`src/hdl/assert_macros.svh`:
```
// Assertion macros shared by the auto range scaler RTL.
`ifndef ASSERT_MACROS_SVH
`define ASSERT_MACROS_SVH

// Same-cycle implication, disabled while in reset.
`define ASSERT_IMP(lbl, clk, rst_n, ante, cons) \
	lbl: assert property (@(posedge clk) disable iff (!rst_n) (ante) |-> (cons)) \
		else $error("assertion failed: same-cycle implication");

// Next-cycle implication, disabled while in reset.
`define ASSERT_NXT(lbl, clk, rst_n, ante, cons) \
	lbl: assert property (@(posedge clk) disable iff (!rst_n) (ante) |=> (cons)) \
		else $error("assertion failed: next-cycle implication");

`endif

```
`src/hdl/ars_pkg.sv`:
```
// Types and constants shared by the auto range scaler modules.
`default_nettype none

package ars_pkg;

	localparam int DATA_WIDTH = 32;

	// APB data path and register spacing
	localparam int APB_DW   = (DATA_WIDTH > 32) ? 64 : 32;
	localparam int ADDR_LSB = (DATA_WIDTH > 32) ? 3 : 2;
	localparam int PADDR_W  = ADDR_LSB + 1;

	// Multiplier consumes this many bits of the second operand per cycle
	localparam int MUL_CHUNK = 16;
	localparam int MUL_STEPS = (DATA_WIDTH + MUL_CHUNK - 1) / MUL_CHUNK;
	localparam int MUL_PAD_W = MUL_STEPS * MUL_CHUNK;

	localparam int CNT_W = $clog2(DATA_WIDTH);

	// Operation codes
	localparam logic [1:0] OP_SCALE = 2'd0;
	localparam logic [1:0] OP_CLEAR = 2'd1;
	localparam logic [1:0] OP_SET   = 2'd2;

	// Register indexes
	localparam logic REG_OUT_LOW  = 1'b0;
	localparam logic REG_OUT_HIGH = 1'b1;

	localparam logic signed [DATA_WIDTH-1:0] FIX_ONE = DATA_WIDTH'(65536);

	typedef struct packed {
		logic [1:0]                   operation;
		logic signed [DATA_WIDTH-1:0] value;
		logic signed [DATA_WIDTH-1:0] value_b;
	} req_word_t;

	typedef struct packed {
		logic signed [DATA_WIDTH-1:0] scaled;
		logic signed [DATA_WIDTH-1:0] seen_lower;
		logic signed [DATA_WIDTH-1:0] seen_upper;
	} rsp_word_t;

	typedef struct packed {
		logic signed [DATA_WIDTH-1:0] out_low;
		logic signed [DATA_WIDTH-1:0] out_high;
	} cfg_t;

	typedef struct packed {
		logic capture;
		logic update;
		logic setup;
		logic mul_step;
		logic div_step;
		logic finish;
	} cmd_t;

	typedef struct packed {
		logic is_scale;
	} status_t;

	typedef enum logic [2:0] {
		ST_IDLE,
		ST_PREP,
		ST_SETUP,
		ST_MUL,
		ST_DIV,
		ST_DONE
	} state_t;

endpackage

`default_nettype wire

```
`src/hdl/ars_regs.sv`:
```
// APB register file holding the output range bounds.
`default_nettype none

module ars_regs (
	input  wire logic                        clk,
	input  wire logic                        arst_n,
	input  wire logic                        psel,
	input  wire logic                        penable,
	input  wire logic                        pwrite,
	input  wire logic [ars_pkg::PADDR_W-1:0] paddr,
	input  wire logic [ars_pkg::APB_DW-1:0]  pwdata,
	output logic      [ars_pkg::APB_DW-1:0]  prdata,
	output logic                             pready,
	output ars_pkg::cfg_t                    cfg
);

	localparam int W = ars_pkg::DATA_WIDTH;

	logic signed [W-1:0] out_low_q;
	logic signed [W-1:0] out_high_q;
	logic                wr_en;
	logic                reg_sel;

	assign wr_en   = psel & penable & pwrite;
	assign reg_sel = paddr[ars_pkg::ADDR_LSB];

	always_ff @(posedge clk or negedge arst_n) begin
		if (!arst_n) begin
			out_low_q  <= '0;
			out_high_q <= ars_pkg::FIX_ONE;
		end else if (wr_en) begin
			case (reg_sel)
				ars_pkg::REG_OUT_LOW:  out_low_q  <= pwdata[W-1:0];
				ars_pkg::REG_OUT_HIGH: out_high_q <= pwdata[W-1:0];
				default: ;
			endcase
		end
	end

	always_comb begin
		case (reg_sel)
			ars_pkg::REG_OUT_LOW:  prdata = ars_pkg::APB_DW'(out_low_q);
			ars_pkg::REG_OUT_HIGH: prdata = ars_pkg::APB_DW'(out_high_q);
			default:               prdata = '0;
		endcase
	end

	assign pready       = 1'b1;
	assign cfg.out_low  = out_low_q;
	assign cfg.out_high = out_high_q;

endmodule

`default_nettype wire

```
`src/hdl/ars_dp.sv`:
```
// Datapath: tracked range, shift-add multiplier and restoring divider.
`default_nettype none

module ars_dp (
	input  wire logic                    clk,
	input  wire logic                    arst_n,
	input  wire ars_pkg::cmd_t           cmd,
	input  wire ars_pkg::req_word_t      req,
	input  wire ars_pkg::cfg_t           cfg,
	output ars_pkg::status_t             status,
	output ars_pkg::rsp_word_t           rsp
);

	localparam int W     = ars_pkg::DATA_WIDTH;
	localparam int ACC_W = 2 * W;
	localparam int CH    = ars_pkg::MUL_CHUNK;
	localparam int PAD_W = ars_pkg::MUL_PAD_W;

	function automatic logic [W-1:0] mag_w(input logic [W:0] v);
		logic [W:0] n;
		n = v[W] ? (~v + 1'b1) : v;
		return n[W-1:0];
	endfunction

	// Captured word
	logic [1:0]          op_q;
	logic signed [W-1:0] val_q;
	logic signed [W-1:0] valb_q;

	// Tracked range
	logic signed [W-1:0] min_q;
	logic signed [W-1:0] max_q;
	logic                primed_q;

	// Arithmetic operands
	logic [W-1:0]        a_q;
	logic [PAD_W-1:0]    b_q;
	logic [W-1:0]        d_q;
	logic signed [W-1:0] base_q;
	logic [ACC_W-1:0]    prod_q;

	ars_pkg::rsp_word_t  rsp_q;

	// Range update
	logic                prime_c;
	logic signed [W-1:0] lo_base_c;
	logic signed [W-1:0] hi_base_c;
	logic signed [W-1:0] new_min_c;
	logic signed [W-1:0] new_max_c;

	assign prime_c   = !primed_q && (min_q == max_q);
	assign lo_base_c = prime_c ? val_q : min_q;
	assign hi_base_c = prime_c ? val_q : max_q;
	assign new_min_c = (val_q < lo_base_c) ? val_q : lo_base_c;
	assign new_max_c = (val_q > hi_base_c) ? val_q : hi_base_c;

	// Operand setup
	logic                forward_c;
	logic signed [W-1:0] anchor_c;
	logic [W:0]          offset_c;
	logic [W:0]          span_in_c;
	logic [W:0]          span_out_c;

	assign forward_c  = cfg.out_low <= cfg.out_high;
	assign anchor_c   = forward_c ? min_q : max_q;
	assign offset_c   = {val_q[W-1], val_q} - {anchor_c[W-1], anchor_c};
	assign span_in_c  = {max_q[W-1], max_q} - {min_q[W-1], min_q};
	assign span_out_c = {cfg.out_high[W-1], cfg.out_high} - {cfg.out_low[W-1], cfg.out_low};

	// Multiply step: top chunk of b first
	logic [CH-1:0]       chunk_c;
	logic [W+CH-1:0]     pp_c;

	assign chunk_c = b_q[PAD_W-1 -: CH];
	assign pp_c    = {{CH{1'b0}}, a_q} * {{W{1'b0}}, chunk_c};

	// Divide step: remainder in the upper half, quotient shifts into the lower half
	logic [W:0]          trial_c;
	logic                take_c;
	logic [W:0]          diff_c;

	assign trial_c = {prod_q[ACC_W-1:W], prod_q[W-1]};
	assign take_c  = trial_c >= {1'b0, d_q};
	assign diff_c  = trial_c - {1'b0, d_q};

	// Result
	logic signed [W-1:0] scaled_c;
	logic                sorted_c;

	always_comb begin
		if (op_q != ars_pkg::OP_SCALE) begin
			scaled_c = '0;
		end else if (d_q == '0) begin
			scaled_c = base_q;
		end else begin
			scaled_c = base_q + prod_q[W-1:0];
		end
	end

	assign sorted_c = min_q <= max_q;

	always_ff @(posedge clk) begin
		if (cmd.capture) begin
			op_q   <= req.operation;
			val_q  <= req.value;
			valb_q <= req.value_b;
		end
		if (cmd.setup) begin
			a_q    <= mag_w(offset_c);
			b_q    <= PAD_W'(mag_w(span_out_c));
			d_q    <= mag_w(span_in_c);
			base_q <= forward_c ? cfg.out_low : cfg.out_high;
			prod_q <= '0;
		end else if (cmd.mul_step) begin
			prod_q <= (prod_q << CH) + ACC_W'(pp_c);
			b_q    <= b_q << CH;
		end else if (cmd.div_step) begin
			prod_q <= {(take_c ? diff_c[W-1:0] : trial_c[W-1:0]), prod_q[W-2:0], take_c};
		end
		if (cmd.finish) begin
			rsp_q.scaled     <= scaled_c;
			rsp_q.seen_lower <= sorted_c ? min_q : max_q;
			rsp_q.seen_upper <= sorted_c ? max_q : min_q;
		end
	end

	always_ff @(posedge clk or negedge arst_n) begin
		if (!arst_n) begin
			min_q    <= '0;
			max_q    <= '0;
			primed_q <= 1'b0;
		end else if (cmd.update) begin
			case (op_q)
				ars_pkg::OP_SCALE: begin
					min_q    <= new_min_c;
					max_q    <= new_max_c;
					primed_q <= primed_q | prime_c;
				end
				ars_pkg::OP_CLEAR: begin
					min_q    <= '0;
					max_q    <= '0;
					primed_q <= 1'b0;
				end
				ars_pkg::OP_SET: begin
					min_q <= val_q;
					max_q <= valb_q;
				end
				default: ;
			endcase
		end
	end

	assign status.is_scale = op_q == ars_pkg::OP_SCALE;
	assign rsp             = rsp_q;

endmodule

`default_nettype wire

```
`src/hdl/ars_ctrl.sv`:
```
// Controller: sequences capture, range update, multiply, divide and result hand-off.
`default_nettype none

`include "assert_macros.svh"

module ars_ctrl (
	input  wire logic              clk,
	input  wire logic              arst_n,
	input  wire logic              req_valid,
	output logic                   req_ready,
	output logic                   rsp_valid,
	input  wire logic              rsp_ready,
	input  wire ars_pkg::status_t  status,
	output ars_pkg::cmd_t          cmd
);

	localparam int CW = ars_pkg::CNT_W;
	localparam logic [CW-1:0] MUL_LAST = CW'(ars_pkg::MUL_STEPS - 1);

	ars_pkg::state_t state_q;
	ars_pkg::state_t state_nxt;
	logic [CW-1:0]   cnt_q;
	logic            rsp_valid_q;
	logic            cnt_zero;
	logic            slot_free;
	logic            in_idle;
	logic            in_setup;
	logic            in_mul;
	logic            in_div;
	logic            in_done;

	assign cnt_zero  = cnt_q == '0;
	assign slot_free = !rsp_valid_q || rsp_ready;
	assign in_idle   = state_q == ars_pkg::ST_IDLE;
	assign in_setup  = state_q == ars_pkg::ST_SETUP;
	assign in_mul    = state_q == ars_pkg::ST_MUL;
	assign in_div    = state_q == ars_pkg::ST_DIV;
	assign in_done   = state_q == ars_pkg::ST_DONE;

	always_comb begin
		state_nxt = state_q;
		case (state_q)
			ars_pkg::ST_IDLE:  if (req_valid) state_nxt = ars_pkg::ST_PREP;
			ars_pkg::ST_PREP:  state_nxt = status.is_scale ? ars_pkg::ST_SETUP : ars_pkg::ST_DONE;
			ars_pkg::ST_SETUP: state_nxt = ars_pkg::ST_MUL;
			ars_pkg::ST_MUL:   if (cnt_zero) state_nxt = ars_pkg::ST_DIV;
			ars_pkg::ST_DIV:   if (cnt_zero) state_nxt = ars_pkg::ST_DONE;
			ars_pkg::ST_DONE:  if (slot_free) state_nxt = ars_pkg::ST_IDLE;
			default:           state_nxt = ars_pkg::ST_IDLE;
		endcase
	end

	always_comb begin
		req_ready    = 1'b0;
		cmd          = '0;
		case (state_q)
			ars_pkg::ST_IDLE: begin
				req_ready   = 1'b1;
				cmd.capture = req_valid;
			end
			ars_pkg::ST_PREP:  cmd.update   = 1'b1;
			ars_pkg::ST_SETUP: cmd.setup    = 1'b1;
			ars_pkg::ST_MUL:   cmd.mul_step = 1'b1;
			ars_pkg::ST_DIV:   cmd.div_step = 1'b1;
			ars_pkg::ST_DONE:  cmd.finish   = slot_free;
			default: ;
		endcase
	end

	always_ff @(posedge clk or negedge arst_n) begin
		if (!arst_n) begin
			state_q     <= ars_pkg::ST_IDLE;
			cnt_q       <= '0;
			rsp_valid_q <= 1'b0;
		end else begin
			state_q     <= state_nxt;
			rsp_valid_q <= cmd.finish | (rsp_valid_q & !rsp_ready);
			case (state_q)
				ars_pkg::ST_SETUP: cnt_q <= MUL_LAST;
				ars_pkg::ST_MUL:   cnt_q <= cnt_zero ? CW'(ars_pkg::DATA_WIDTH - 1) : cnt_q - 1'b1;
				ars_pkg::ST_DIV:   cnt_q <= cnt_q - 1'b1;
				default: ;
			endcase
		end
	end

	assign rsp_valid = rsp_valid_q;

	`ASSERT_NXT(a_mul_loaded, clk, arst_n, in_setup, in_mul && cnt_q == MUL_LAST)
	`ASSERT_NXT(a_div_ends, clk, arst_n, in_div && cnt_zero, in_done)
	`ASSERT_NXT(a_finish_shows, clk, arst_n, cmd.finish, rsp_valid_q && in_idle)
	`ASSERT_NXT(a_done_waits, clk, arst_n, in_done && rsp_valid_q && !rsp_ready, in_done)

endmodule

`default_nettype wire

```
`src/hdl/auto_range_scaler.sv`:
```
// Top level of the auto range scaler: register file, controller and datapath.
`default_nettype none

// Running min/max normalizer for signed Q16.16 words. A scale word widens the
// tracked range and maps the sample linearly onto [out_low, out_high] (reversed
// when out_low is above out_high), quotient truncated toward zero; clear and set
// words adjust the range and return scaled = 0. One word is in flight at a time.
// A scale word passes through capture, range update and operand setup, then a
// 16-bit-per-cycle shift-add multiplier and a one-bit-per-cycle restoring divider,
// before its result registers. Clear, set and unused codes skip the multiply and
// divide. The block is ready again the cycle after the result registers, so a new
// scale word is taken only once the previous one has finished.
// The next word is taken while a finished result still waits in the output register.
// Registers out_low (reset 0.0) and out_high (reset 1.0) sit on the APB port; the user
// must write them only while the block is idle, as the block does not enforce this.
module auto_range_scaler (
	input  wire logic                        clk,
	input  wire logic                        arst_n,
	input  wire logic                        req_valid,
	output logic                             req_ready,
	input  wire ars_pkg::req_word_t          req,
	output logic                             rsp_valid,
	input  wire logic                        rsp_ready,
	output ars_pkg::rsp_word_t               rsp,
	input  wire logic                        psel,
	input  wire logic                        penable,
	input  wire logic                        pwrite,
	input  wire logic [ars_pkg::PADDR_W-1:0] paddr,
	input  wire logic [ars_pkg::APB_DW-1:0]  pwdata,
	output logic      [ars_pkg::APB_DW-1:0]  prdata,
	output logic                             pready
);

	ars_pkg::cfg_t    cfg;
	ars_pkg::cmd_t    cmd;
	ars_pkg::status_t status;

	ars_regs u_regs (
		.clk     (clk),
		.arst_n  (arst_n),
		.psel    (psel),
		.penable (penable),
		.pwrite  (pwrite),
		.paddr   (paddr),
		.pwdata  (pwdata),
		.prdata  (prdata),
		.pready  (pready),
		.cfg     (cfg)
	);

	ars_ctrl u_ctrl (
		.clk       (clk),
		.arst_n    (arst_n),
		.req_valid (req_valid),
		.req_ready (req_ready),
		.rsp_valid (rsp_valid),
		.rsp_ready (rsp_ready),
		.status    (status),
		.cmd       (cmd)
	);

	ars_dp u_dp (
		.clk    (clk),
		.arst_n (arst_n),
		.cmd    (cmd),
		.req    (req),
		.cfg    (cfg),
		.status (status),
		.rsp    (rsp)
	);

endmodule

`default_nettype wire
```
`config.mk`:
```
export PLATFORM = sky130hd
export DESIGN_NAME = auto_range_scaler
export DESIGN_NICKNAME = d
export VERILOG_FILES = /design/src/hdl/ars_pkg.sv /design/src/hdl/ars_regs.sv /design/src/hdl/ars_dp.sv /design/src/hdl/ars_ctrl.sv /design/src/hdl/auto_range_scaler.sv
export VERILOG_INCLUDE_DIRS = /design/src /design/src/hdl
export SDC_FILE = /design/constraint.sdc
export NUM_CORES = 2
export LEC_CHECK = 0
export BUFFER_PORTS_ARGS = -buffer_cell sky130_fd_sc_hd__buf_2
export CAP_MARGIN = 10
export CORE_UTILIZATION = 50
export CTS_CLUSTER_SIZE = 24
export DETAILED_ROUTE_END_ITERATION = 10
export HOLD_SLACK_MARGIN = 0.15
export MAX_ROUTING_LAYER = met4
export PLACE_DENSITY = 0.68
export SETUP_SLACK_MARGIN = 0.3
export SYNTH_ARGS = -nofsm -noshare
export SYNTH_HDL_FRONTEND = slang
export SYNTH_SLANG_ARGS = --single-unit
export TNS_END_PERCENT = 20
```
`constraint.sdc`:
```
create_clock -name clk -period 8.7 [get_ports clk]
set_input_delay 0.87 -clock clk [delete_from_list [all_inputs] [get_ports clk]]
set_output_delay 0.87 -clock clk [all_outputs]
set_load 0.05 [all_outputs]
```
==> results_tabular.tex <==
\begin{tabular}{lr}
\hline
Metric & Value \\
\hline
\multicolumn{2}{l}{\textbf{Setup path}} \\
Required arrival time at the worst endpoint & 9.25 ns \\
Worst setup slack for register-to-register paths & 0.62 ns \\
Launching point of the worst reg2reg path & u\_dp.b\_q[25] \\
Reg2Reg Depth & 25 \\
Setup crit start kind & flop \\
Endpoint of the worst-slack reg-to-reg timing path & u\_dp.prod\_q[56] \\
Critical path class & reg2reg \\
Crit end category & flop \\
Maximum fanout along the worst path & 15 \\
Critical path data arrival time & 8.63 ns \\
\multicolumn{2}{l}{\textbf{CTS}} \\
Maximum root-to-sink buffer count & 3 \\
Sinks on the clock net & 492 \\
Clock latency of the later-clocked register in the worst-skew pair & 0.64 ns \\
CTS root buf & sky130\_fd\_sc\_hd\_\_clkbuf\_16 \\
CTS tree & yes \\
Clock H-tree levels & 2 \\
Clock slew at the register clock pins of the worst setup and hold paths & 0.07 ns \\
CTS buffer count & 54 \\
\multicolumn{2}{l}{\textbf{Place}} \\
Final GP Congestion & 0.987 \\
Inst Count DP & 7055 \\
Post-detailed-placement half-perimeter wirelength & 118000 µm \\
Number of buffers inserted by port buffering & 235 \\
\multicolumn{2}{l}{\textbf{Cells and area}} \\
Total Nets Final & 6675 \\
Layout-stage area growth over the synthesis result & 8.50\% \\
Share of the core filled with cells in the final layout & 54.9\% \\
Filler cell count & 9239 \\
Share of post-route cells with drive strength above 1 & 10.7\% \\
Fin cells & 7159 \\
\multicolumn{2}{l}{\textbf{Logic synthesis}} \\
Number of warnings printed during yosys synthesis & 0 \\
Cell type contributing the most total cell area after synthesis & sky130\_fd\_sc\_hd\_\_fa\_1 \\
FFs w/ async S/R, synth & 28.0\% \\
Ranking of synthesized cells by instance count & 788 x sky130\_fd\_sc\_hd\_\_inv\_1, 613 x sky130\_fd\_sc\_hd\_\_nand2\_1, 455 x sky130\_fd\_sc\_hd\_\_fa\_1 \\
Synth area leaders & sky130\_fd\_sc\_hd\_\_fa\_1 18\%, sky130\_fd\_sc\_hd\_\_edfxtp\_1 17\%, sky130\_fd\_sc\_hd\_\_ha\_1 8.9\%, sky130\_fd\_sc\_hd\_\_dfrtp\_1 6.6\%, sky130\_fd\_sc\_hd\_\_inv\_1 5.7\% \\
Instance count of the mapped netlist & 5627 \\
Post-Synthesis Cell Area & 51700 µm² \\
Synth top area share & 17.6\% \\
Post-synth EDFFs & 290 \\
\#FFs+latches synth & 492 \\
Most common cell in the netlist & sky130\_fd\_sc\_hd\_\_inv\_1 \\
Avg Inst Size Synth & 9.18 µm² \\
Register area share after synthesis & 26.0\% \\
Dominant register cell in the synthesized netlist & sky130\_fd\_sc\_hd\_\_edfxtp\_1 \\
Net count after synthesis & 6557 \\
Unique cell type count in the Yosys netlist & 104 \\
\multicolumn{2}{l}{\textbf{Timing}} \\
Worst-case hold slack & 0.413 ns \\
Fin crit period & 8.08 ns \\
Finish-stage setup viols & 0 \\
Maximum clock frequency & 0.124 GHz \\
Final-report max-slew violation count & 0 \\
Final worst-path cycle share & 92.9\% \\
Endpoints failing hold & 0 \\
Setup repair after global routing missed its margin & yes \\
Post-route clock skew & 0.0264 ns \\
Setup TNS & 0 ns \\
Max\_slew headroom & 20.7\% \\
Transition time of the tightest slew-check pin & 1.18 ns \\
\multicolumn{2}{l}{\textbf{Routing}} \\
Post-detailed-routing wire length & 150000 µm \\
Remaining antenna violation count & 0 \\
Number of vias per cell after detailed routing & 5.81 \\
Detailed Route Iter0 Violations & 3574 \\
Post-DR wirelength/cell & 21.0 µm \\
Total via count after detailed routing & 41600 \\
Number of search-and-repair iterations in the first detailed-routing pass & 5 \\
Post-route DRC violation count & 0 \\
\multicolumn{2}{l}{\textbf{Global routing}} \\
Vias in the first global route & 41100 \\
Maximum number of pins on one net before global-route repair & 98 \\
Gr busiest metal & met2 \\
Global routing met1 resource utilization & 40.5\% \\
Global routing usage summed across all routing layers & 29.7\% \\
M3 GR Usage & 3.68\% \\
GRT overflow & 0 \\
Wire length of the first global-routing pass & 235000 µm \\
Grt met2 use & 46.7\% \\
Antenna violations before repair & 2 \\
\multicolumn{2}{l}{\textbf{Job}} \\
Max cap viols & 0 \\
\multicolumn{2}{l}{\textbf{Worst hold path}} \\
Hold WC Path Type & in2reg \\
Worst hold path startpoint & req[16] \\
Instance count along the most critical hold path & 1 \\
WHS Endpoint & u\_dp.valb\_q[16] \\
\multicolumn{2}{l}{\textbf{Status}} \\
Status & finished clean \\
\multicolumn{2}{l}{\textbf{Floorplan}} \\
Die Y & 323 µm \\
Width of the die & 323 µm \\
Die footprint & 105000 µm² \\
Site row count & 117 \\
Starting density of the core & 50.6\% \\
I/O pin total & 239 \\
Core area & 102000 µm² \\
\hline
\end{tabular}
==> layer usage <==
metal  up-vias  part of all wire, %
li1      19400                    -
met2      1304                   46
met4         0                  2.7
met1     20700                   45
met3       207                  6.5
met5         -                    0
==> cell usage in the layout, fill, tap and decap left out, types with 59 or more instances in the layout <==
cell type | Yosys | routed
sky130_fd_sc_hd__xor2_1 | 103 | 103
sky130_fd_sc_hd__a211oi_1 | 79 | 77
sky130_fd_sc_hd__dfrtp_1 | 137 | 136
sky130_fd_sc_hd__inv_1 | 788 | 787
sky130_fd_sc_hd__nand2_1 | 613 | 613
sky130_fd_sc_hd__a21oi_1 | 303 | 303
sky130_fd_sc_hd__mux2i_1 | 118 | 117
sky130_fd_sc_hd__nor2_1 | 240 | 237
sky130_fd_sc_hd__and2_1 | 247 | 246
sky130_fd_sc_hd__o21ai_0 | 228 | 228
sky130_fd_sc_hd__a21boi_0 | 68 | 68
sky130_fd_sc_hd__and3_1 | 60 | 59
sky130_fd_sc_hd__a31oi_1 | 84 | 83
sky130_fd_sc_hd__a21o_1 | 140 | 140
sky130_fd_sc_hd__nand3_1 | 64 | 64
sky130_fd_sc_hd__buf_4 | 4 | 75
sky130_fd_sc_hd__edfxtp_1 | 290 | 290
sky130_fd_sc_hd__xnor2_1 | 151 | 151
sky130_fd_sc_hd__mux2_2 | 159 | 159
sky130_fd_sc_hd__buf_2 | 21 | 234
sky130_fd_sc_hd__fa_1 | 455 | 455
sky130_fd_sc_hd__ha_1 | 367 | 365
sky130_fd_sc_hd__dfxtp_1 | 64 | 64
==> flip-flops by register name, indices dropped and copies added, names as in the netlist <==
register           flops
u_dp.base_q           32
u_ctrl.cnt_q           5
u_dp.op_q              2
u_regs.out_high_q     32
u_dp.min_q            32
u_ctrl.state_q         3
u_dp.valb_q           32
u_dp.d_q              32
u_dp.a_q              32
u_ctrl.rsp_valid       1
u_regs.out_low_q      32
u_dp.primed_q          1
u_dp.b_q              32
u_dp.prod_q           64
u_dp.max_q            32
u_dp.rsp              96
u_dp.val_q            32
==> metrics by stage <==
stage          cell area (µm²)  worst slack (ns)
3_3_place_gp             54200             0.801
6_report                 56000             0.622
5_1_grt                  56000             0.245
4_1_cts                  56000             0.686
2_1_floorplan            51700              1.83
3_5_place_dp             54200             0.794
==> cells by family after synthesis <==
group	share of synthesized area [%]
AOI/OAI and AO/OA	15.1
xor gates and xnor gates	4.31
adders and majority gates	26.5
buffers and inverters	7.65
DFF	26.0
muxes	5.88
other	0.00726
and+or+nand+nor	14.5
==> layout make-up <==
| type | count | area (µm²) | share of cell area (%) |
|---|---|---|---|
| Timing Repair Buffer | 313 | 1780 | 3.18 |
| Clock inverter | 31 | 329 | 0.587 |
| Tap cell | 1368 | 1710 | 3.05 |
| Antenna cell | 1 | 2.50 | 0.00447 |
| Sequential cell | 492 | 13400 | 24.0 |
| Clock buffer | 70 | 1430 | 2.55 |
| Multi-Input combinational cell | 4093 | 34400 | 61.3 |
| Inverter | 791 | 2970 | 5.30 |
==> how the worst max path moves through the flow <==
stage	slack [ns]	cells past startpoint	start	endpoint
finish	0.62	25	u_dp.b_q[25]	u_dp.prod_q[56]
global route	0.24	25	u_dp.b_q[19]	u_dp.prod_q[56]
CTS	0.69	24	u_dp.b_q[20]	u_dp.prod_q[63]
detailed placement	0.79	24	u_dp.b_q[20]	u_dp.prod_q[63]
global placement	0.80	24	u_dp.b_q[20]	u_dp.prod_q[63]
floorplan	1.83	26	u_dp.a_q[6]	u_dp.prod_q[57]
==> worst max-delay path, stage by stage, from the launching register on <==
cell and delay (ns):
sky130_fd_sc_hd__edfxtp_1 0.93, sky130_fd_sc_hd__buf_4 0.38, sky130_fd_sc_hd__nand2_1 0.10, sky130_fd_sc_hd__fa_1 0.51, sky130_fd_sc_hd__inv_1 0.05, sky130_fd_sc_hd__fa_1 0.47, sky130_fd_sc_hd__fa_1 0.53, sky130_fd_sc_hd__fa_1 0.56
sky130_fd_sc_hd__fa_1 0.56, sky130_fd_sc_hd__inv_1 0.06, sky130_fd_sc_hd__fa_1 0.53, sky130_fd_sc_hd__inv_1 0.04, sky130_fd_sc_hd__ha_1 0.42, sky130_fd_sc_hd__nand4_1 0.13, sky130_fd_sc_hd__nor4_1 0.46, sky130_fd_sc_hd__o21ai_0 0.31
sky130_fd_sc_hd__nand2_1 0.13, sky130_fd_sc_hd__a31oi_1 0.06, sky130_fd_sc_hd__o31ai_1 0.11, sky130_fd_sc_hd__buf_4 0.19, sky130_fd_sc_hd__o31ai_1 0.09, sky130_fd_sc_hd__a31oi_1 0.35, sky130_fd_sc_hd__a21oi_1 0.23, sky130_fd_sc_hd__nor2b_1 0.24
sky130_fd_sc_hd__mux2_2 0.38, sky130_fd_sc_hd__a22oi_1 0.16
==> what timing repair did <==
| item | 4_1_cts | 5_1_grt |
|---|---|---|
| hold buffers | 1 | 0 |
| buffers inserted | 0 | 1 |
| hold endpoints to repair | 28 | 0 |
| endpoints found under the setup margin | 0 | 14 |
| resized for setup | 0 | 2 |
Power is not shown: default switching activity piles up to over one toggle a cycle in this logic, so the estimate is an artifact.
